## src/design/tsa_pkg.sv

```systemverilog
// Shared types, widths and codes for the multi-input timeslot aligner.
package tsa_pkg;

   localparam int MAX_INPUTS_DEF = 16;
   localparam int SLOT_BITS_DEF  = 64;

   localparam int STAMP_W      = 64;
   localparam int INDEX_W      = 4;
   localparam int DIVISOR_W    = 32;
   localparam int ACTIVE_W     = 5;
   localparam int CLOCK_SLOT_W = 64;
   localparam int CSR_INDEX_W  = 4;
   localparam int CSR_DATA_W   = 32;
   localparam int REQ_DATA_W   = 72;
   localparam int RSP_DATA_W   = 72;

   localparam logic CMD_UPDATE  = 1'b0;
   localparam logic CMD_ADVANCE = 1'b1;

   localparam logic [CSR_INDEX_W-1:0] CSR_SLOT_DIVISOR  = 4'd0;
   localparam logic [CSR_INDEX_W-1:0] CSR_ACTIVE_INPUTS = 4'd1;

   localparam logic [DIVISOR_W-1:0] DIVISOR_RESET = 32'd1000000000;
   localparam logic [ACTIVE_W-1:0]  ACTIVE_RESET  = 5'd1;

   typedef enum logic [1:0] {
      ST_OK        = 2'd0,
      ST_REFUSED   = 2'd1,
      ST_BACKWARDS = 2'd2
   } status_type;

   typedef struct packed {
      logic latch_req;
      logic cnt_clear;
      logic cnt_step;
      logic div_step;
      logic rd_idx;
      logic rd_scan;
      logic apply_upd;
      logic apply_adv;
      logic load_out;
   } ctl_cmd_type;

   typedef struct packed {
      logic adv_ready;
      logic div_last;
      logic scan_last;
      logic out_free;
   } ctl_stat_type;

endpackage

```

## src/design/multi_input_timeslot_aligner.sv

```systemverilog
// Top level of the multi-input timeslot aligner.
// One item is processed at a time. An update captures the item, runs the bit-serial stamp
// divider, then does the slot check and write, a store read-back and the result load. An
// advance reads the store once per input to find the minimum and applies it when every
// active input holds a slot; either way it ends with a read-back and the result load.
// The active input count is active_inputs clamped to MAX_INPUTS. A new item is taken once
// the previous one has been loaded into the result register, even while that result still
// waits for rsp_tready. Input slots live in a RAM and are defined only once written; their
// valid bits clear at reset, so no clearing pass is needed. Writes to csr_index values other
// than 0 (slot_divisor) and 1 (active_inputs) are ignored.
module multi_input_timeslot_aligner #(
   parameter int MAX_INPUTS = tsa_pkg::MAX_INPUTS_DEF,
   parameter int SLOT_BITS  = tsa_pkg::SLOT_BITS_DEF
) (
   input  logic                             clock,
   input  logic                             reset,
   input  logic                             req_tvalid,
   output logic                             req_tready,
   // input_sel[3:0], stamp[67:4], zero[71:68]
   input  logic [tsa_pkg::REQ_DATA_W-1:0]   req_tdata,
   // command[0]
   input  logic                             req_tuser,
   output logic                             rsp_tvalid,
   input  logic                             rsp_tready,
   // status[1:0], advanced[2], clock_valid[3], clock_slot[67:4],
   // input_current[68], input_may_update[69], zero[71:70]
   output logic [tsa_pkg::RSP_DATA_W-1:0]   rsp_tdata,
   input  logic                             csr_valid,
   output logic                             csr_ready,
   input  logic [tsa_pkg::CSR_INDEX_W-1:0]  csr_index,
   input  logic [tsa_pkg::CSR_DATA_W-1:0]   csr_data
);
   import tsa_pkg::*;

   ctl_cmd_type                cmd;
   ctl_stat_type               stat;
   status_type                 rsp_status;
   logic                       rsp_advanced;
   logic                       rsp_clock_valid;
   logic [CLOCK_SLOT_W-1:0]    rsp_clock_slot;
   logic                       rsp_input_current;
   logic                       rsp_input_may_update;

   assign csr_ready = 1'b1;

   tsa_ctrl u_ctrl (
      .clock       (clock),
      .reset       (reset),
      .req_tvalid  (req_tvalid),
      .req_tready  (req_tready),
      .req_command (req_tuser),
      .stat        (stat),
      .cmd         (cmd)
   );

   tsa_datapath #(
      .MAX_INPUTS (MAX_INPUTS),
      .SLOT_BITS  (SLOT_BITS)
   ) u_datapath (
      .clock                (clock),
      .reset                (reset),
      .csr_write            (csr_valid && csr_ready),
      .csr_index            (csr_index),
      .csr_data             (csr_data),
      .req_index            (req_tdata[INDEX_W-1:0]),
      .req_stamp            (req_tdata[INDEX_W+STAMP_W-1:INDEX_W]),
      .cmd                  (cmd),
      .stat                 (stat),
      .rsp_tready           (rsp_tready),
      .rsp_tvalid           (rsp_tvalid),
      .rsp_status           (rsp_status),
      .rsp_advanced         (rsp_advanced),
      .rsp_clock_valid      (rsp_clock_valid),
      .rsp_clock_slot       (rsp_clock_slot),
      .rsp_input_current    (rsp_input_current),
      .rsp_input_may_update (rsp_input_may_update)
   );

   assign rsp_tdata = {2'b00, rsp_input_may_update, rsp_input_current, rsp_clock_slot,
                       rsp_clock_valid, rsp_advanced, rsp_status};

endmodule

```

## src/design/tsa_ram.sv

```systemverilog
// Generic single-write, single-read RAM with registered read data.
module tsa_ram #(
   parameter int WIDTH = 64,
   parameter int DEPTH = 16,
   parameter int ADDR_W = (DEPTH > 1) ? $clog2(DEPTH) : 1
) (
   input  logic              clock,
   input  logic              wr_en,
   input  logic [ADDR_W-1:0] wr_addr,
   input  logic [WIDTH-1:0]  wr_data,
   input  logic              rd_en,
   input  logic [ADDR_W-1:0] rd_addr,
   output logic [WIDTH-1:0]  rd_data
);

   logic [WIDTH-1:0] mem_ff [DEPTH];
   logic [WIDTH-1:0] rd_data_ff;

   always_ff @(posedge clock) begin
      if (wr_en) begin
         mem_ff[wr_addr] <= wr_data;
      end
      if (rd_en) begin
         rd_data_ff <= mem_ff[rd_addr];
      end
   end

   assign rd_data = rd_data_ff;

endmodule

```

## src/design/tsa_ctrl.sv

```systemverilog
// Sequencing state machine for update and advance items.
module tsa_ctrl (
   input  logic                   clock,
   input  logic                   reset,
   input  logic                   req_tvalid,
   output logic                   req_tready,
   input  logic                   req_command,
   input  tsa_pkg::ctl_stat_type  stat,
   output tsa_pkg::ctl_cmd_type   cmd
);
   import tsa_pkg::*;

   typedef enum logic [7:0] {
      S_IDLE     = 8'b0000_0001,
      S_DIV      = 8'b0000_0010,
      S_UPD      = 8'b0000_0100,
      S_SCAN     = 8'b0000_1000,
      S_SCAN_END = 8'b0001_0000,
      S_ADV      = 8'b0010_0000,
      S_FLRD     = 8'b0100_0000,
      S_FLAG     = 8'b1000_0000
   } state_type;

   state_type state_ff;
   state_type state_in;

   assign req_tready = (state_ff == S_IDLE);

   always_comb begin
      state_in = state_ff;
      cmd      = '0;
      unique case (state_ff)
         S_IDLE: begin
            if (req_tvalid) begin
               cmd.latch_req = 1'b1;
               cmd.cnt_clear = 1'b1;
               if (req_command == CMD_ADVANCE) begin
                  state_in = stat.adv_ready ? S_SCAN : S_FLRD;
               end else begin
                  state_in = S_DIV;
               end
            end
         end
         S_DIV: begin
            cmd.div_step = 1'b1;
            cmd.rd_idx   = 1'b1;
            cmd.cnt_step = 1'b1;
            if (stat.div_last) begin
               state_in = S_UPD;
            end
         end
         S_UPD: begin
            cmd.apply_upd = 1'b1;
            state_in      = S_FLRD;
         end
         S_SCAN: begin
            cmd.rd_scan = 1'b1;
            if (stat.scan_last) begin
               state_in = S_SCAN_END;
            end else begin
               cmd.cnt_step = 1'b1;
            end
         end
         S_SCAN_END: begin
            state_in = S_ADV;
         end
         S_ADV: begin
            cmd.apply_adv = 1'b1;
            state_in      = S_FLRD;
         end
         S_FLRD: begin
            cmd.rd_idx = 1'b1;
            state_in   = S_FLAG;
         end
         S_FLAG: begin
            if (stat.out_free) begin
               cmd.load_out = 1'b1;
               state_in     = S_IDLE;
            end
         end
         default: begin
            state_in = S_IDLE;
         end
      endcase
   end

   always_ff @(posedge clock) begin
      if (reset) begin
         state_ff <= S_IDLE;
      end else begin
         state_ff <= state_in;
      end
   end

endmodule

```

## src/design/tsa_datapath.sv

```systemverilog
// Datapath: config registers, slot store, divider, minimum scan and result register.
module tsa_datapath #(
   parameter int MAX_INPUTS = tsa_pkg::MAX_INPUTS_DEF,
   parameter int SLOT_BITS  = tsa_pkg::SLOT_BITS_DEF
) (
   input  logic                                clock,
   input  logic                                reset,
   input  logic                                csr_write,
   input  logic [tsa_pkg::CSR_INDEX_W-1:0]     csr_index,
   input  logic [tsa_pkg::CSR_DATA_W-1:0]      csr_data,
   input  logic [tsa_pkg::INDEX_W-1:0]         req_index,
   input  logic [tsa_pkg::STAMP_W-1:0]         req_stamp,
   input  tsa_pkg::ctl_cmd_type                cmd,
   output tsa_pkg::ctl_stat_type               stat,
   input  logic                                rsp_tready,
   output logic                                rsp_tvalid,
   output tsa_pkg::status_type                 rsp_status,
   output logic                                rsp_advanced,
   output logic                                rsp_clock_valid,
   output logic [tsa_pkg::CLOCK_SLOT_W-1:0]    rsp_clock_slot,
   output logic                                rsp_input_current,
   output logic                                rsp_input_may_update
);
   import tsa_pkg::*;

   localparam int ADDR_W   = (MAX_INPUTS > 1) ? $clog2(MAX_INPUTS) : 1;
   localparam int LIVE_W   = $clog2(MAX_INPUTS + 1);
   localparam int DCNT_W   = $clog2(STAMP_W);
   localparam int CNT_W    = (ADDR_W > DCNT_W) ? ADDR_W : DCNT_W;

   logic [DIVISOR_W-1:0]  divisor_ff, divisor_in;
   logic [ACTIVE_W-1:0]   active_ff, active_in;
   logic [MAX_INPUTS-1:0] valid_ff, valid_in;
   logic [SLOT_BITS-1:0]  shared_ff, shared_in;
   logic                  shared_valid_ff, shared_valid_in;
   logic [INDEX_W-1:0]    idx_ff, idx_in;
   logic [STAMP_W-1:0]    dvd_ff, dvd_in;
   logic [DIVISOR_W-1:0]  rem_ff, rem_in;
   logic [CNT_W-1:0]      cnt_ff, cnt_in;
   logic                  scan_vld_ff, scan_vld_in;
   logic                  scan_first_ff, scan_first_in;
   logic [SLOT_BITS-1:0]  lowest_ff, lowest_in;
   status_type            status_ff, status_in;
   logic                  moved_ff, moved_in;
   logic                  rsp_tvalid_ff, rsp_tvalid_in;
   status_type            rsp_status_ff, rsp_status_in;
   logic                  rsp_advanced_ff, rsp_advanced_in;
   logic                  rsp_clock_valid_ff, rsp_clock_valid_in;
   logic [CLOCK_SLOT_W-1:0] rsp_clock_slot_ff, rsp_clock_slot_in;
   logic                  rsp_current_ff, rsp_current_in;
   logic                  rsp_may_ff, rsp_may_in;

   logic [LIVE_W-1:0]     live;
   logic [ADDR_W-1:0]     idx_a;
   logic [ADDR_W-1:0]     scan_a;
   logic                  in_range;
   logic                  idx_valid;
   logic                  slot_match;
   logic                  all_set;
   logic [DIVISOR_W:0]    div_shift;
   logic [DIVISOR_W+1:0]  div_diff;
   logic                  div_ge;
   logic                  q_over;
   logic [SLOT_BITS-1:0]  q_sat;
   logic                  ram_wr_en;
   logic                  ram_rd_en;
   logic [ADDR_W-1:0]     ram_rd_addr;
   logic [SLOT_BITS-1:0]  ram_rd_data;

   tsa_ram #(
      .WIDTH (SLOT_BITS),
      .DEPTH (MAX_INPUTS)
   ) u_slot_ram (
      .clock   (clock),
      .wr_en   (ram_wr_en),
      .wr_addr (idx_a),
      .wr_data (q_sat),
      .rd_en   (ram_rd_en),
      .rd_addr (ram_rd_addr),
      .rd_data (ram_rd_data)
   );

   assign live = (32'(active_ff) > MAX_INPUTS) ? LIVE_W'(MAX_INPUTS) : LIVE_W'(active_ff);
   assign idx_a     = ADDR_W'(idx_ff);
   assign scan_a    = ADDR_W'(cnt_ff);
   assign in_range  = (32'(idx_ff) < 32'(live));
   assign idx_valid = in_range && valid_ff[idx_a];
   assign slot_match = in_range && (idx_valid == shared_valid_ff)
                       && (!idx_valid || (ram_rd_data == shared_ff));

   assign div_shift = {rem_ff, dvd_ff[STAMP_W-1]};
   assign div_diff  = {1'b0, div_shift} - {2'b00, divisor_ff};
   assign div_ge    = !div_diff[DIVISOR_W+1];

   assign q_over = ((dvd_ff >> SLOT_BITS) != '0);
   assign q_sat  = ((divisor_ff == '0) || q_over) ? '1 : dvd_ff[SLOT_BITS-1:0];

   assign ram_rd_en   = cmd.rd_idx || cmd.rd_scan;
   assign ram_rd_addr = cmd.rd_scan ? scan_a : idx_a;

   always_comb begin
      all_set = 1'b1;
      for (int i = 0; i < MAX_INPUTS; i++) begin
         if ((i < int'(live)) && !valid_ff[i]) begin
            all_set = 1'b0;
         end
      end
   end

   assign stat.adv_ready = (live != '0) && all_set;
   assign stat.div_last  = (cnt_ff == CNT_W'(STAMP_W - 1));
   assign stat.scan_last = ((32'(cnt_ff) + 1) == 32'(live));
   assign stat.out_free  = !rsp_tvalid_ff || rsp_tready;

   always_comb begin
      divisor_in         = divisor_ff;
      active_in          = active_ff;
      valid_in           = valid_ff;
      shared_in          = shared_ff;
      shared_valid_in    = shared_valid_ff;
      idx_in             = idx_ff;
      dvd_in             = dvd_ff;
      rem_in             = rem_ff;
      cnt_in             = cnt_ff;
      lowest_in          = lowest_ff;
      status_in          = status_ff;
      moved_in           = moved_ff;
      rsp_status_in      = rsp_status_ff;
      rsp_advanced_in    = rsp_advanced_ff;
      rsp_clock_valid_in = rsp_clock_valid_ff;
      rsp_clock_slot_in  = rsp_clock_slot_ff;
      rsp_current_in     = rsp_current_ff;
      rsp_may_in         = rsp_may_ff;
      rsp_tvalid_in      = rsp_tvalid_ff;
      ram_wr_en          = 1'b0;
      scan_vld_in        = cmd.rd_scan;
      scan_first_in      = cmd.rd_scan && (cnt_ff == '0);

      if (csr_write) begin
         unique case (csr_index)
            CSR_SLOT_DIVISOR:  divisor_in = csr_data[DIVISOR_W-1:0];
            CSR_ACTIVE_INPUTS: active_in  = csr_data[ACTIVE_W-1:0];
            default: ;
         endcase
      end

      if (cmd.latch_req) begin
         idx_in    = req_index;
         dvd_in    = req_stamp;
         rem_in    = '0;
         status_in = ST_OK;
         moved_in  = 1'b0;
      end

      if (cmd.cnt_clear) begin
         cnt_in = '0;
      end else if (cmd.cnt_step) begin
         cnt_in = cnt_ff + 1'b1;
      end

      if (cmd.div_step) begin
         rem_in = div_ge ? div_diff[DIVISOR_W-1:0] : div_shift[DIVISOR_W-1:0];
         dvd_in = {dvd_ff[STAMP_W-2:0], div_ge};
      end

      if (scan_vld_ff) begin
         if (scan_first_ff || (ram_rd_data < lowest_ff)) begin
            lowest_in = ram_rd_data;
         end
      end

      if (cmd.apply_upd) begin
         if (!slot_match) begin
            status_in = ST_REFUSED;
         end else if (idx_valid && (q_sat < ram_rd_data)) begin
            status_in = ST_BACKWARDS;
         end else begin
            status_in        = ST_OK;
            ram_wr_en        = 1'b1;
            valid_in[idx_a]  = 1'b1;
         end
      end

      if (cmd.apply_adv) begin
         if (!shared_valid_ff) begin
            shared_in       = lowest_ff;
            shared_valid_in = 1'b1;
         end else if (lowest_ff > shared_ff) begin
            shared_in = lowest_ff;
            moved_in  = 1'b1;
         end
      end

      if (cmd.load_out) begin
         rsp_tvalid_in      = 1'b1;
         rsp_status_in      = status_ff;
         rsp_advanced_in    = moved_ff;
         rsp_clock_valid_in = shared_valid_ff;
         rsp_clock_slot_in  = shared_valid_ff ? CLOCK_SLOT_W'(shared_ff) : '0;
         rsp_may_in         = slot_match;
         rsp_current_in     = slot_match && shared_valid_ff;
      end else if (rsp_tready) begin
         rsp_tvalid_in = 1'b0;
      end
   end

   always_ff @(posedge clock) begin
      if (reset) begin
         divisor_ff      <= DIVISOR_RESET;
         active_ff       <= ACTIVE_RESET;
         valid_ff        <= '0;
         shared_ff       <= '0;
         shared_valid_ff <= 1'b0;
         scan_vld_ff     <= 1'b0;
         rsp_tvalid_ff   <= 1'b0;
      end else begin
         divisor_ff      <= divisor_in;
         active_ff       <= active_in;
         valid_ff        <= valid_in;
         shared_ff       <= shared_in;
         shared_valid_ff <= shared_valid_in;
         scan_vld_ff     <= scan_vld_in;
         rsp_tvalid_ff   <= rsp_tvalid_in;
      end
   end

   always_ff @(posedge clock) begin
      idx_ff             <= idx_in;
      dvd_ff             <= dvd_in;
      rem_ff             <= rem_in;
      cnt_ff             <= cnt_in;
      scan_first_ff      <= scan_first_in;
      lowest_ff          <= lowest_in;
      status_ff          <= status_in;
      moved_ff           <= moved_in;
      rsp_status_ff      <= rsp_status_in;
      rsp_advanced_ff    <= rsp_advanced_in;
      rsp_clock_valid_ff <= rsp_clock_valid_in;
      rsp_clock_slot_ff  <= rsp_clock_slot_in;
      rsp_current_ff     <= rsp_current_in;
      rsp_may_ff         <= rsp_may_in;
   end

   assign rsp_tvalid           = rsp_tvalid_ff;
   assign rsp_status           = rsp_status_ff;
   assign rsp_advanced         = rsp_advanced_ff;
   assign rsp_clock_valid      = rsp_clock_valid_ff;
   assign rsp_clock_slot       = rsp_clock_slot_ff;
   assign rsp_input_current    = rsp_current_ff;
   assign rsp_input_may_update = rsp_may_ff;

`ifndef NO_ASSERTIONS
   a_load_free: assert property (@(posedge clock) disable iff (reset)
      cmd.load_out |-> (!rsp_tvalid_ff || rsp_tready))
      else $error("result register overwritten before transfer");

   a_clock_sticky: assert property (@(posedge clock) disable iff (reset)
      shared_valid_ff |=> shared_valid_ff)
      else $error("current slot lost its valid flag");

   a_clock_monotonic: assert property (@(posedge clock) disable iff (reset)
      shared_valid_ff |=> (shared_ff >= $past(shared_ff)))
      else $error("current slot moved backwards");

   a_moved_needs_clock: assert property (@(posedge clock) disable iff (reset)
      (rsp_tvalid_ff && rsp_advanced_ff) |-> (rsp_clock_valid_ff && rsp_current_ff == 1'b0
         || rsp_clock_valid_ff))
      else $error("advance reported without a valid current slot");

   a_current_implies_may: assert property (@(posedge clock) disable iff (reset)
      (rsp_tvalid_ff && rsp_current_ff) |-> (rsp_may_ff && rsp_clock_valid_ff))
      else $error("input reported current without matching slot");
`endif

endmodule
```

## config.mk

```make
export PLATFORM = sky130hd
export DESIGN_NAME = multi_input_timeslot_aligner
export DESIGN_NICKNAME = d
export VERILOG_FILES = /design/src/design/tsa_pkg.sv /design/src/design/multi_input_timeslot_aligner.sv /design/src/design/tsa_ram.sv /design/src/design/tsa_ctrl.sv /design/src/design/tsa_datapath.sv
export SDC_FILE = /design/constraint.sdc
export NUM_CORES = 2
export LEC_CHECK = 0
export BUFFER_PORTS_ARGS = -buffer_cell sky130_fd_sc_hd__buf_2
export CORE_MARGIN = 2
export CORE_UTILIZATION = 35
export CTS_CLUSTER_SIZE = 20
export DETAILED_ROUTE_END_ITERATION = 10
export HOLD_SLACK_MARGIN = 0.05
export PLACE_DENSITY = 0.54
export SLEW_MARGIN = 20
export SYNTH_ARGS = -nofsm -noshare
export SYNTH_HDL_FRONTEND = slang
export SYNTH_HIERARCHICAL = 1
export SYNTH_SLANG_ARGS = --single-unit
```

## constraint.sdc

```tcl
create_clock -name clock -period 8.03 [get_ports clock]
set_clock_uncertainty 0.05 [all_clocks]
set_input_delay 0.803 -clock clock [delete_from_list [all_inputs] [get_ports clock]]
set_output_delay 0.803 -clock clock [all_outputs]
set_load 0.01 [all_outputs]
```

# Word level (Yosys, flattened, before mapping)
# Memory sizes are Yosys's and may differ from the RTL's. A register that Yosys moved wholly into a read port is not among the register bits.
# Index checks and enable logic that the tools add are counted.
[classes]
n_lt_le_gt_ge = 23
shift = 0
muxes = 63
bitwise_logic = 2
n_mul = 0
addsub = 3
n_reduce_logical = 62
n_eq_ne = 18
n_div = 0
[ops]
columns = ["cell", "count"]
rows = [
  ["64-bit two-way mux", 5],
  ["64-bit less-than comparator", 2],
  ["32-bit two-way mux", 3],
  ["64-bit equality test", 1],
  ["64-bit > comparator", 1],
  ["8-bit one-hot mux with 7 select lines", 1],
  ["4-bit by 5-bit less-than comparator with 1-bit output, first input constant", 8],
  ["8-bit two-way mux", 5],
  ["1-bit two-way mux", 37],
  ["33-bit by 32-bit subtractor with 34-bit output", 1],
  ["32-bit by 5-bit equality test with 1-bit output", 1],
  ["32-bit logical NOT", 1],
  ["1-bit logical AND", 24],
  ["3-bit by 5-bit less-than comparator with 1-bit output, first input constant", 4],
  ["1-bit logical NOT", 19],
  ["16-bit bitwise OR", 1],
  ["2-bit two-way mux", 6],
  ["1-bit by 5-bit less-than comparator with 1-bit output, first input constant", 2],
  ["2-bit by 5-bit less-than comparator with 1-bit output, first input constant", 2],
  ["2-bit != test, second input constant", 5],
  ["8-bit by 1-bit equality test with 1-bit output, second input constant", 1],
  ["8-bit by 2-bit equality test with 1-bit output, second input constant", 1],
  ["8-bit by 3-bit equality test with 1-bit output, second input constant", 1],
  ["8-bit by 4-bit equality test with 1-bit output, second input constant", 1],
  ["29 further kinds", 38],
]
[totals]
ramBits = 1024
elab_cells = 194
out_inout_bits = 75
memories = 1
inputBits = 114
mem_bits_ro = 0
latchBits = 0
regBits = 372
[memory_table]
columns = ["name", "words", "word_bits", "rd", "rd_clocked_by_memory_dff", "wr", "line_no", "source"]
rows = [
  ["u_datapath.u_slot_ram.mem_ff", 16, 64, 1, 1, 1, "tsa_ram.sv:16", "logic [WIDTH-1:0] mem_ff [DEPTH];"],
]

# Depth between registers and ports, before layout
[logic_depth]
depth_word = 25
mapped_depth = 19
mapped_depth_nobuf = 16

# Hierarchy
# Netlist, hierarchy kept.
[by_module_without_submodules]
columns = ["mod", "seq_area_each_um2", "instances", "cells_per_inst", "area_each_um2"]
rows = [
  ["tsa_ram", 32671.3, 1, 1647, 40222.3],
  ["tsa_datapath", 9649.3, 1, 2133, 21632.0],
  ["tsa_ctrl", 160.2, 1, 72, 609.3],
  ["multi_input_timeslot_aligner", 0.0, 1, 9, 60.1],
]

# Least setup slack after synthesis
# Ideal clock, no wire load.
[synth_timing]
path_type = "register to register"
from = "register u_datapath.divisor_ff[16]"
to = "memory u_datapath.u_slot_ram.mem_ff[0][0], enable pin"
stages_incl_launch_ff = 18
arrival_ps = 8040
setup_slack_ps = -624
required_ps = 7415
path_buffers = 2
setup_ps = 565
period_less_slack_ps = 8654
cell_sequence = "dfxtp_1 > nor4_1 > nand4_1 > o21ai_0 > ha_1 > nand4_1 > nor3_1 > and4_1 > nand2_1 > o21ai_0 > a211o_1 > a221oi_2 > a21o_1 > buf_6 > buf_8 > inv_1 > or3b_2 > nor3_1"
[synth_via]
elab_chain_len = 9
[synth_rtl]
columns = ["item", "line_no", "source"]
rows = [
  ["start, declared", "tsa_datapath.sv:31", "logic [DIVISOR_W-1:0] divisor_ff, divisor_in;"],
  ["start signal, assigned", "tsa_datapath.sv:217", "divisor_ff <= divisor_in;"],
  ["32-bit logical NOT", "tsa_datapath.sv:96", "assign q_sat = ((divisor_ff == '0) || q_over) ? '1 : dvd_ff[SLOT_BITS-1:0];"],
  ["64-bit two-way mux", "tsa_datapath.sv:96", ""],
  ["named net u_datapath.q_sat[63]", "tsa_datapath.sv:64", "logic [SLOT_BITS-1:0] q_sat;"],
  ["64-bit less-than comparator", "tsa_datapath.sv:175", "end else if (idx_valid && (q_sat < ram_rd_data)) begin"],
  ["1-bit logical AND", "tsa_datapath.sv:175", ""],
  ["1-bit two-way mux", "tsa_datapath.sv:175", ""],
  ["1-bit two-way mux", "tsa_datapath.sv:173", "if (!slot_match) begin"],
  ["1-bit two-way mux", "tsa_datapath.sv:172", "if (cmd.apply_upd) begin"],
  ["named net u_datapath.ram_wr_en", "tsa_datapath.sv:65", "logic ram_wr_en;"],
  ["1-bit two-way mux", "tsa_ram.sv:20", "if (wr_en) begin"],
  ["1-bit two-way mux (implied by the code)", "tsa_ram.sv:21", "mem_ff[wr_addr] <= wr_data;"],
  ["end, declared", "tsa_ram.sv:16", ""],
]
# The timed path passes the listed nets, and every way through them passes these cells.

# Worst setup path after layout
[layout_timing]
from = "register u_datapath.divisor_ff[7]"
to = "memory u_datapath.u_slot_ram.mem_ff[1][40], enable pin"
# Same word-level chain as after synthesis.

==> summary.txt <==
Critical path
  • CP Class: flip-flop to flip-flop
  • CP top delay family: simple AND/OR/NAND/NOR gates
  • FF-to-FF setup slack: 990 ps
  • Critical path capture point type: flip-flop
  • CP max stage delay: 580 ps
  • Critical path data required time: 8380 ps
  • Crit-path max FO: 64
  • Worst path slowest cell: a21o_1
  • CP arrival: 7400 ps
  • Worst Setup Start Kind: flip-flop
  • Worst path bufs/invs: 4
  • Crit path cell chain: nor4_1 -> nand4_1 -> nor2_4 -> buf_4 -> or2_2 -> ha_1 -> and3_1 -> a221o_1 -> a2111oi_0 -> buf_4 -> o21ai_0 -> a211o_1 -> a221oi_2 -> a21o_1 -> inv_1 -> or3b_2 -> nor2_4 -> buf_12

Synthesis
  • Seq/Total Area, Yosys: 0.679
  • Post-Syn Area: 62500 sq um
  • Ys flop type: edfxtp_1
  • EDFF count, synth: 1324
  • Share of flip-flops with an asynchronous set or reset: 0
  • Synth area leader: edfxtp_1
  • Post-Syn Area per Cell: 16.2 sq um
  • #FFs+latches synth: 1460
  • Distinct cells, synth: 86
  • Synth Instances: 3861
  • Ys Warns: 6
  • Largest cells by area after synthesis: edfxtp_1 (64%), mux4_2 (9.3%), ha_1 (4.5%)
  • Post-synth top area share: 0.636

Global route
  • First-pass GRT wire length: 239 mm
  • Initial antenna violation count: 16
  • Global Route Usage Sum: 0.180
  • GR Overflow Total: 0
  • Met2 usage: 0.285
  • Vias in the first global route: 34851
  • Met3 Resource Use GR: 0.0285
  • Grt met1 use: 0.256
  • Largest net degree at the start of global routing: 122
  • Most Crowded Layer GR: met2

Floorplan
  • Die Ht: 427 um
  • Row count: 155
  • Core area: 178000 sq um
  • Io pins: 189
  • Die area: 182000 sq um
  • Die Wd: 427 um
  • Initial core utilization: 0.351

STA
  • Hold Fails Final Rpt: 0
  • Setup TNS: 0 ps
  • Worst-margin pin slew: 1080 ps
  • Fin crit share: 0.877
  • Slew margin rel.: 0.282
  • Fmax: 142 MHz
  • RSZ-0062 raised after global routing: no
  • Max Slew Vio Count: 0
  • Min cycle time layout: 7040 ps
  • Final setup fails: 0

Drt
  • DRT antenna net count: 0
  • Drt pass-1 iters: 7
  • Vias: 34487
  • Drt wl/cell: 25.0 um
  • DRT iter0 DRCs: 3161
  • Via-to-Cell Ratio: 5.25
  • Drt drc: 0
  • WL final: 164 mm

Clock network
  • Hold Buf Count CTS: 0
  • CTS clk-pin slew, worst paths: 60 ps
  • Setup Buffers After CTS: 0
  • Post-CTS resize count: 0
  • CTS Buf Count: 160
  • Skew-Pair Late Insertion Delay: 810 ps
  • CTS H-Tree Depth: 4
  • TritonCTS clock tree: yes
  • Total clock sinks: 1460
  • Clock buffer depth: 3
  • Clk Tree Root Cell: clkbuf_16

Placement
  • Port Buffers: 181
  • Placer congestion estimate: 0.830
  • Dpl hpwl: 97.6 mm
  • Placed cell count: 6280

Power
  • Total Power: 17500 uW
  • Leakage power: 0.0249 uW
  • Peak VDD IR: 174 uV
  • Power per cell area: 244 nW/um^2

Finish
  • Synthesis-to-finish area growth: 14.5%
  • # fillers: 16311
  • Share of cells above drive strength 1: 0.213
  • Fin nets: 4429
  • Most common cell after layout, fill and taps aside: edfxtp_1
  • Commonest cells after routing, fill and taps aside: edfxtp_1 (1324), inv_1 (259), mux4_2 (258)
  • Post-layout util: 0.402
  • Post-Layout Cell Count: 6572

Flow run
  • Max Cap Viol: 0

Run status
  • Status: finished, final reports clean

Worst hold path
  • Worst Hold Class: input pin to flip-flop
path summary, 6_finish.rpt:
kind	startpoint	depth (start not counted)	to
worst max-delay path	u_datapath/divisor_ff[7]	18	u_datapath/u_slot_ram/mem_ff[1][40]
worst max register to register	u_datapath/divisor_ff[7]	18	u_datapath/u_slot_ram/mem_ff[1][40]
worst min-delay path	csr_data[15]	2	u_datapath/divisor_ff[15]
worst min register to register	u_datapath/status_ff[0]	0	u_datapath/rsp_status[0]
registers in the layout, summed over array words and instances (netlist names), 8 cells and up:
register,flops
u_datapath/lowest_ff,64
u_datapath/shared_ff,64
u_datapath/u_slot_ram/rd_data,64
u_datapath/divisor_ff,32
u_datapath/u_slot_ram/mem_ff,1024
u_ctrl/state_ff,8
u_datapath/rem_ff,32
u_datapath/rsp_clock_slot,64
u_datapath/dvd_ff,64
u_datapath/valid_ff,16
kinds of logic after synthesis:
kind of cell | Yosys count | synth area share
other cells | 2 | 0.000120
mux | 422 | 0.121
flops | 1460 | 0.679
simple gates | 749 | 0.0582
fa+ha+maj | 228 | 0.0457
xor+xnor | 80 | 0.0112
compound gates | 490 | 0.0539
buf+inv | 430 | 0.0300
synth_stat cells, types with 29 or more instances:
| master | number |
|---|---|
| inv_1 | 260 |
| nand3_1 | 32 |
| a21oi_1 | 99 |
| xor2_1 | 42 |
| nor4_1 | 32 |
| mux2_2 | 68 |
| nand2b_1 | 29 |
| mux4_2 | 258 |
| a22oi_1 | 128 |
| ha_1 | 227 |
| nand4_1 | 46 |
| o21ai_0 | 63 |
| dfxtp_1 | 136 |
| mux2i_1 | 93 |
| nor2_1 | 264 |
| edfxtp_1 | 1324 |
| xnor2_1 | 38 |
| clkbuf_1 | 88 |
| or2_2 | 70 |
| nand2_1 | 160 |
| a21o_1 | 51 |
| nor3_1 | 31 |
| nor2b_1 | 31 |
final cells by class:
| class | count | area [sq um] | area share |
|---|---|---|---|
| flip-flops and latches | 1460 | 42500 | 0.593 |
| multi-input cells | 1972 | 18400 | 0.257 |
| clock buffers | 195 | 4170 | 0.0582 |
| well taps | 2355 | 2950 | 0.0412 |
| repair buffers | 232 | 1580 | 0.0221 |
| clock inverters | 94 | 1000 | 0.0140 |
| inverters | 261 | 982 | 0.0137 |
| diodes | 3 | 7.51 | 0.000105 |
metrics by stage:
stage | area (sq um) | setup slack [ps] | hold WS (ps)
after global routing | 71600 | 624 | 114
after floorplan | 62600 | 1110 | 350
after global placement | 66400 | 1110 | 361
after CTS | 71600 | 940 | 80.9
after detailed placement | 66400 | 1000 | 371
final | 71600 | 988 | 143
power by group:
group	internal, uW	switching [uW]	total (uW)
logic	593	930	1520
clock network	4170	3110	7280
registers	8550	136	8690
metal layers:
layer	up-vias	share of wire
met5	-	0.000079
met4	2	0.027
met3	224	0.057
met2	964	0.46
met1	17840	0.45
li1	15457	-
worst register-to-register path, cell delays in order (launching register included):
cell,delay [ps]
dfxtp_1,320
nor4_1,560
nand4_1,360
nor2_4,490
buf_4,340
or2_2,370
ha_1,310
and3_1,190
a221o_1,370
a2111oi_0,550
buf_4,240
o21ai_0,90
a211o_1,410
a221oi_2,360
a21o_1,580
inv_1,190
or3b_2,380
nor2_4,60
buf_12,200
(Power assumes the default switching activity.)
